**src/hdl/mrp_pkg.sv**
```systemverilog
package mrp_pkg;

   localparam int WORD_BITS = 32;
   localparam int FRAC_BITS = 28;

   // exact intermediate widths
   localparam int PROD_W = 2 * WORD_BITS;          // one 32x32 product
   localparam int SUM_W  = 2 * WORD_BITS + 2;      // |a|^2, |b|^2, a.b, b x a, 1-|a|^2
   localparam int HI_W   = SUM_W - WORD_BITS;      // upper slice of a split operand
   localparam int PP_W   = 2 * WORD_BITS + 4;      // partial products
   localparam int DEN_W  = 4 * WORD_BITS + 4;      // denominator, 4F fraction bits
   localparam int NUM_W  = 3 * WORD_BITS + 4;      // numerator, 3F fraction bits
   localparam int N_W    = 3 * WORD_BITS + 2 * FRAC_BITS + 6; // dividend
   localparam int REM_W  = DEN_W + 1;              // partial remainder

   localparam int FE_STAGES = 7;
   localparam int Q_DEPTH   = 4;
   localparam int Q_PTR_W   = $clog2(Q_DEPTH);
   localparam int Q_CNT_W   = Q_PTR_W + 1;

   localparam logic signed [SUM_W-1:0] ONE_2F = SUM_W'(1) <<< (2 * FRAC_BITS);
   localparam logic signed [DEN_W-1:0] ONE_4F = DEN_W'(1) <<< (4 * FRAC_BITS);

   typedef enum logic [1:0] {
      ST_OK       = 2'd0,
      ST_SAT      = 2'd1,
      ST_ZERO_DEN = 2'd2
   } status_type;

   // classified item handed from front to back
   typedef struct packed {
      logic [2:0][N_W-1:0] n;     // |num| * 2^(2F+1) + |den|
      logic [DEN_W-1:0]    d;     // 2 * |den|
      logic [2:0]          neg;   // result sign per component
      logic                zero;  // zero denominator
   } fe_item_type;

endpackage

```
**src/hdl/mrp_queue.sv**
```systemverilog
module mrp_queue (
   input  logic                 clock,
   input  logic                 reset,
   input  logic                 in_valid,
   output logic                 in_ready,
   input  mrp_pkg::fe_item_type in_item,
   output logic                 out_valid,
   input  logic                 out_ready,
   output mrp_pkg::fe_item_type out_item
);
   import mrp_pkg::*;

   fe_item_type          mem_ff [Q_DEPTH];
   logic [Q_PTR_W-1:0]   wr_ptr_ff, rd_ptr_ff;
   logic [Q_CNT_W-1:0]   count_ff, count_in;
   logic                 push, pop;

   assign in_ready  = (count_ff != Q_CNT_W'(Q_DEPTH));
   assign out_valid = (count_ff != '0);
   assign out_item  = mem_ff[rd_ptr_ff];
   assign push      = in_valid && in_ready;
   assign pop       = out_valid && out_ready;

   always_comb begin
      count_in = count_ff;
      if (push && !pop) begin
         count_in = count_ff + 1'b1;
      end else if (pop && !push) begin
         count_in = count_ff - 1'b1;
      end
   end

   always_ff @(posedge clock) begin
      if (reset) begin
         wr_ptr_ff <= '0;
         rd_ptr_ff <= '0;
         count_ff  <= '0;
      end else begin
         count_ff <= count_in;
         if (push) begin
            wr_ptr_ff <= wr_ptr_ff + 1'b1;
         end
         if (pop) begin
            rd_ptr_ff <= rd_ptr_ff + 1'b1;
         end
      end
   end

   always_ff @(posedge clock) begin
      if (push) begin
         mem_ff[wr_ptr_ff] <= in_item;
      end
   end

   a_cnt_bound: assert property (@(posedge clock) disable iff (reset)
      count_ff <= Q_CNT_W'(Q_DEPTH))
      else $error("queue count above depth");

   a_ptr_track: assert property (@(posedge clock) disable iff (reset)
      (wr_ptr_ff - rd_ptr_ff) == count_ff[Q_PTR_W-1:0])
      else $error("queue pointers disagree with count");

endmodule

```
**config.mk**
```make
export PLATFORM = sky130hd
export DESIGN_NAME = mrp_queue
export DESIGN_NICKNAME = d
export VERILOG_FILES = /design/src/hdl/mrp_pkg.sv /design/src/hdl/mrp_queue.sv
export SDC_FILE = /design/constraint.sdc
export NUM_CORES = 2
export LEC_CHECK = 0
export CAP_MARGIN = 15
export CORE_MARGIN = 1.5
export CORE_UTILIZATION = 40
export DETAILED_ROUTE_END_ITERATION = 12
export DONT_BUFFER_PORTS = 1
export GPL_ROUTABILITY_DRIVEN = 1
export HOLD_SLACK_MARGIN = 0.02
export MAX_ROUTING_LAYER = met4
export SLEW_MARGIN = 40
export SYNTH_ARGS = -nofsm -noshare
export SYNTH_HDL_FRONTEND = slang
export SYNTH_SLANG_ARGS = --single-unit
```
**constraint.sdc**
```tcl
create_clock -name clock -period 19.69 [get_ports clock]
set_input_delay 0 -clock clock [delete_from_list [all_inputs] [get_ports clock]]
set_output_delay 0 -clock clock [all_outputs]
set_load 0.05 [all_outputs]
```
Word level (Yosys, flattened, before mapping)
Memory sizes are Yosys's and may differ from the RTL's. A register that Yosys moved wholly into a read port is not among the register bits.
Cells that the tools add are included.
Widths: inputs -> output; s select.

operators by class
  add/sub/neg operators = 4
  equality and inequality tests = 1
  muxes and demuxes = 6
  reduce and logical (&&, ||, !) cells = 8

operators by type and width
  operator             number
  $mux 3               2
  $add 2x1->2 const B  2
  $logic_and 1x1->1    4
  $mux 2               2
  $add 3x1->3 const B  1
  $ne 3x3->1 const B   1
  $reduce_bool 3->1    1
  $sub 3x1->3 const B  1
  $logic_not 1->1      2
  $mux 1               2
  $reduce_bool 2->1    1

storage, ports and cells
  register bits after elaboration = 7
  memory bits (writable) = 2440
  input bits = 614
  output and inout port bits = 612
  word-level logic and storage cells = 23
  memories kept = 1

memory list
  name    words  bits a word  read ports  clocked after Yosys merged registers in  wr ports  line             source
  mem_ff  4      610          1           1                                        1         mrp_queue.sv:13  fe_item_type mem_ff [Q_DEPTH];

Longest topological paths before layout
  word-level depth = 6
  mapped depth = 8
  mapped depth without buffers = 8

Worst setup path after synthesis
OpenSTA, ideal clock, no wires.

  path type = register to register
  from = register count_ff[0]
  to = memory mem_ff[0][0] (netlist name) (enable)
  library setup time = 1.056 ns
  arrival = 14.559 ns
  required time = 18.634 ns
  slack = 4.075 ns
  stages on the path, launching flop included = 4
  path buffers = 0
  period minus slack after synthesis = 15.615 ns
  cell sequence = dfxtp_1 > nor2_1 > a21boi_2 > and2_1

between the ends
  longest elaborated chain between the ends = 4

RTL lines
  item                          line             source
  start: declaration            mrp_queue.sv:15  logic [Q_CNT_W-1:0] count_ff, count_in;
  start signal: assignment      mrp_queue.sv:39  count_ff <= count_in;
  $ne 3x3->1                    mrp_queue.sv:18  assign in_ready = (count_ff != Q_CNT_W'(Q_DEPTH));
  $logic_and 1x1->1             mrp_queue.sv:21  assign push = in_valid && in_ready;
  net push                      mrp_queue.sv:16  logic push, pop;
  $mux 1                        mrp_queue.sv:50  if (push) begin
  $mux 1 (not written as such)  mrp_queue.sv:51  mem_ff[wr_ptr_ff] <= in_item;
  end: declaration              mrp_queue.sv:13

The timed path passes the listed nets, and every way through them passes these cells.

==> flow_summary.yaml <==
global_routing:
  grt_usage: 0.197
  grt_pass1_vias: 43200
  antenna_found_initial: 19
  grt_overflow_total: 0
  grt_max_degree: 123
  grt_pass1_wl_mm: 312
synthesis:
  synthCells: 3234
  muxShareOfSynthArea: 0.154
  synthAdderAreaFrac: 0.000926
  synth-compound-area-share: 0.000421
  synthesis.area_um2: 89100
  async_flop_share: 0
  synth-simple-area-share: 0.000940
  synth_warnings: 0
  synth_top_family_by_area: "multiplexers"
  synth_edf_count: 2440
  synthXorXnorAreaFrac: 0.000393
  avgSynthCellArea_um2: 27.6
  ys_types: 24
  ys_dominant_reg_cell: "edfxtp_1"
  synth-seq-cells: 2449
  syn_nets: 3854
  yosysSeqAreaShare: 0.824
detailed_routing:
  ant_nets: 0
  drt_iter0_drc: 3456
  routed-via-count: 41100
  dr.pass1.iters: 5
  wirelength_mm: 221
  wl_per_cell_um: 28.2
  vias_per_cell: 5.24
  route.detailed.drc: 0
clock_tree:
  cts_buffer_depth: 3
  htreeDepth: 4
  cts_tree: "yes"
  cts.sinks: 2449
  clk_pin_slew_worst_paths_ns: 0.06
  clkLatencyLatePin_ns: 0.87
  cts_buffers: 241
  cts_root_buf: "clkbuf_16"
setup_path:
  max_stage_delay_ns: 0.78
  worst-path-buf-inv: 5
  path_delay_family: "buffers and inverters"
  r2r.worst_path.cells: 9
  worstPathArrival_ns: 5.56
  worst_path_most_repeated_cell: "buf_6"
  crit_type: "flip-flop to primary output"
  cp.depth: 6
  rr_endpoint: "mem_ff[2][108]"
  cp-end-kind: "primary output"
  worstPathRequired_ns: 19.69
  cp_max_fo: 49
  crit_path_cell_trace: "buf_4 -> buf_6 -> buf_4 -> buf_6 -> buf_6 -> mux4_2"
  r2r-start: "count_ff[0]"
  critPathLaunchType: "flip-flop"
  slowest_stage: "mux4_2"
  reg2reg_slack_ns: 14.73
finish:
  layout_commonest_cell: "edfxtp_1"
  nNetsFinal: 5256
  final_cell_mix: "edfxtp_1 (2,440), dlygate4sd3_1 (1,225), mux4_2 (610)"
  syn2layout_area_growth_pct: 25.9
  final_layout_size_suffix_gt1_frac: 0.212
floorplan:
  design.core.area_um2: 222000
  dieArea_um2: 226000
  die_h_um: 475
  fp.dieW_um: 475
  initial_core_util: 0.402
  rows: 173
  top_level_ports: 1226
timing:
  slew_headroom: 0.438
  finalHoldViolCount: 0
  period_minus_slack_ns: 5.56
  finalMaxSlewViolations: 0
  setup_violations: 0
  fin_skew_ns: 0.0654
  fin_crit_sh: 0.282
  max_freq_mhz: 180
  setup_tns_ns: 0
  grt_setup_unrepaired: "no"
  worst_pin_slew_ns: 0.842
min_path:
  holdPathEnd: "mem_ff[2][393]"
  hp-class: "input pin to flip-flop"
  holdCritStartpoint: "in_item[393]"
  min_path_cells: 1
power_and_ir_drop:
  leakage_nw: 35.2
  power.density_nw_per_um2: 141
  total_power_mw: 15.9
  vdd_drop_max_uv: 93.0
placement:
  port_buffers: 0
  post-dp-hpwl_mm: 139
  place.gp.congestion: 0.800
run:
  max_cap_viol_count: 0
status:
  outcome: "complete, no violations"
worst max path at each step:
stage / slack [ns] / endpoint
2_1_floorplan: 4.08 / mem_ff[0][0]
3_5_place_dp: 14.30 / out_item[4]
4_1_cts: 13.37 / out_item[22]
3_3_place_gp: 13.52 / out_item[604]
5_1_grt: 13.53 / out_item[4]
6_report: 14.13 / out_item[53]
logic make-up (layout without fill, tap and decap cells):
| logic type | Yosys count | in the layout |
|---|---|---|
| DFF | 2449 | 2449 |
| and+or+nand+nor | 17 | 17 |
| AOI/OAI and AO/OA | 5 | 5 |
| other | 0 | 20 |
| buffers and inverters | 140 | 1749 |
| adders and majority gates | 6 | 6 |
| muxes | 613 | 613 |
| xor gates and xnor gates | 4 | 4 |
layer usage:
metal  GRT usage  vias up  wire [um]
met5           -        -          0
met3      0.0694      437      22000
met2       0.306     1744     108000
met4      0.0801        0       9740
met1       0.233    21900      82000
li1            -    17000          -
Yosys cell counts, drive strengths merged (2+ instances only):
cell / count / share of area
xor2: 4 / 0.00039
or3: 2 / 0.00014
and2: 4 / 0.00028
inv: 3 / 0.00013
mux2i: 2 / 0.00022
edfxtp: 2440 / 0.82
clkbuf: 8 / 0.00034
mux4: 610 / 0.15
nor2: 8 / 0.00034
dfxtp: 9 / 0.0020
ha: 5 / 0.00070
nand2b: 2 / 0.00014
buf: 129 / 0.018
power by group:
part	switching (mW)	total, mW	internal [mW]
combinational	3.70	4.93	1.23
sequential	0.124	6.45	6.33
clock	1.96	4.50	2.54
state kept, by name, indices dropped and copies added, names as in the netlist, named ones only:
| signal | count |
|---|---|
| mem_ff | 2440 |
| rd_ptr_ff | 2 |
| count_ff | 3 |
| wr_ptr_ff | 2 |
timing repair:
action	4_1_cts	5_1_grt
hold endpoints to repair	2567	0
setup buffers	0	0
resized for setup	0	0
hold buffers	1225	0
worst reg2reg max path: cells and delay by family (launching register included):
kind | cells | cell delay (ns)
DFF | 1 | 0.45
AOI/OAI and AO/OA | 1 | 0.34
and+or+nand+nor | 2 | 0.62
buffers and inverters | 6 | 3.09
cell type report:
| type | count | area [um2] |
|---|---|---|
| Multi-Input combinational cell | 645 | 14000 |
| Antenna cell | 20 | 50.0 |
| Clock buffer | 300 | 6350 |
| Sequential cell | 2449 | 73500 |
| Timing Repair Buffer | 1296 | 13200 |
| Clock inverter | 150 | 1450 |
| Fill cell | 17000 | 110000 |
| Tap cell | 2975 | 3720 |
| Inverter | 3 | 11.3 |
through the flow:
| stage | instances | hold WS [ns] | area, um2 | utilization | worst slack [ns] |
|---|---|---|---|---|---|
| finish | 7838 | 0.0623 | 112000 | 0.506 | 14.13 |
| global route | 7836 | 0.0287 | 112000 | 0.506 | 13.53 |
| CTS | 7815 | 0.0223 | 112000 | 0.505 | 13.37 |
| detailed placement | 6140 | 0.0802 | 92100 | 0.415 | 14.30 |
| global placement | 6130 | 0.0791 | 91700 | 0.413 | 13.52 |
| floorplan | 3234 | 0.0989 | 89100 | - | 4.08 |
Power figures use the tool's default switching activity.
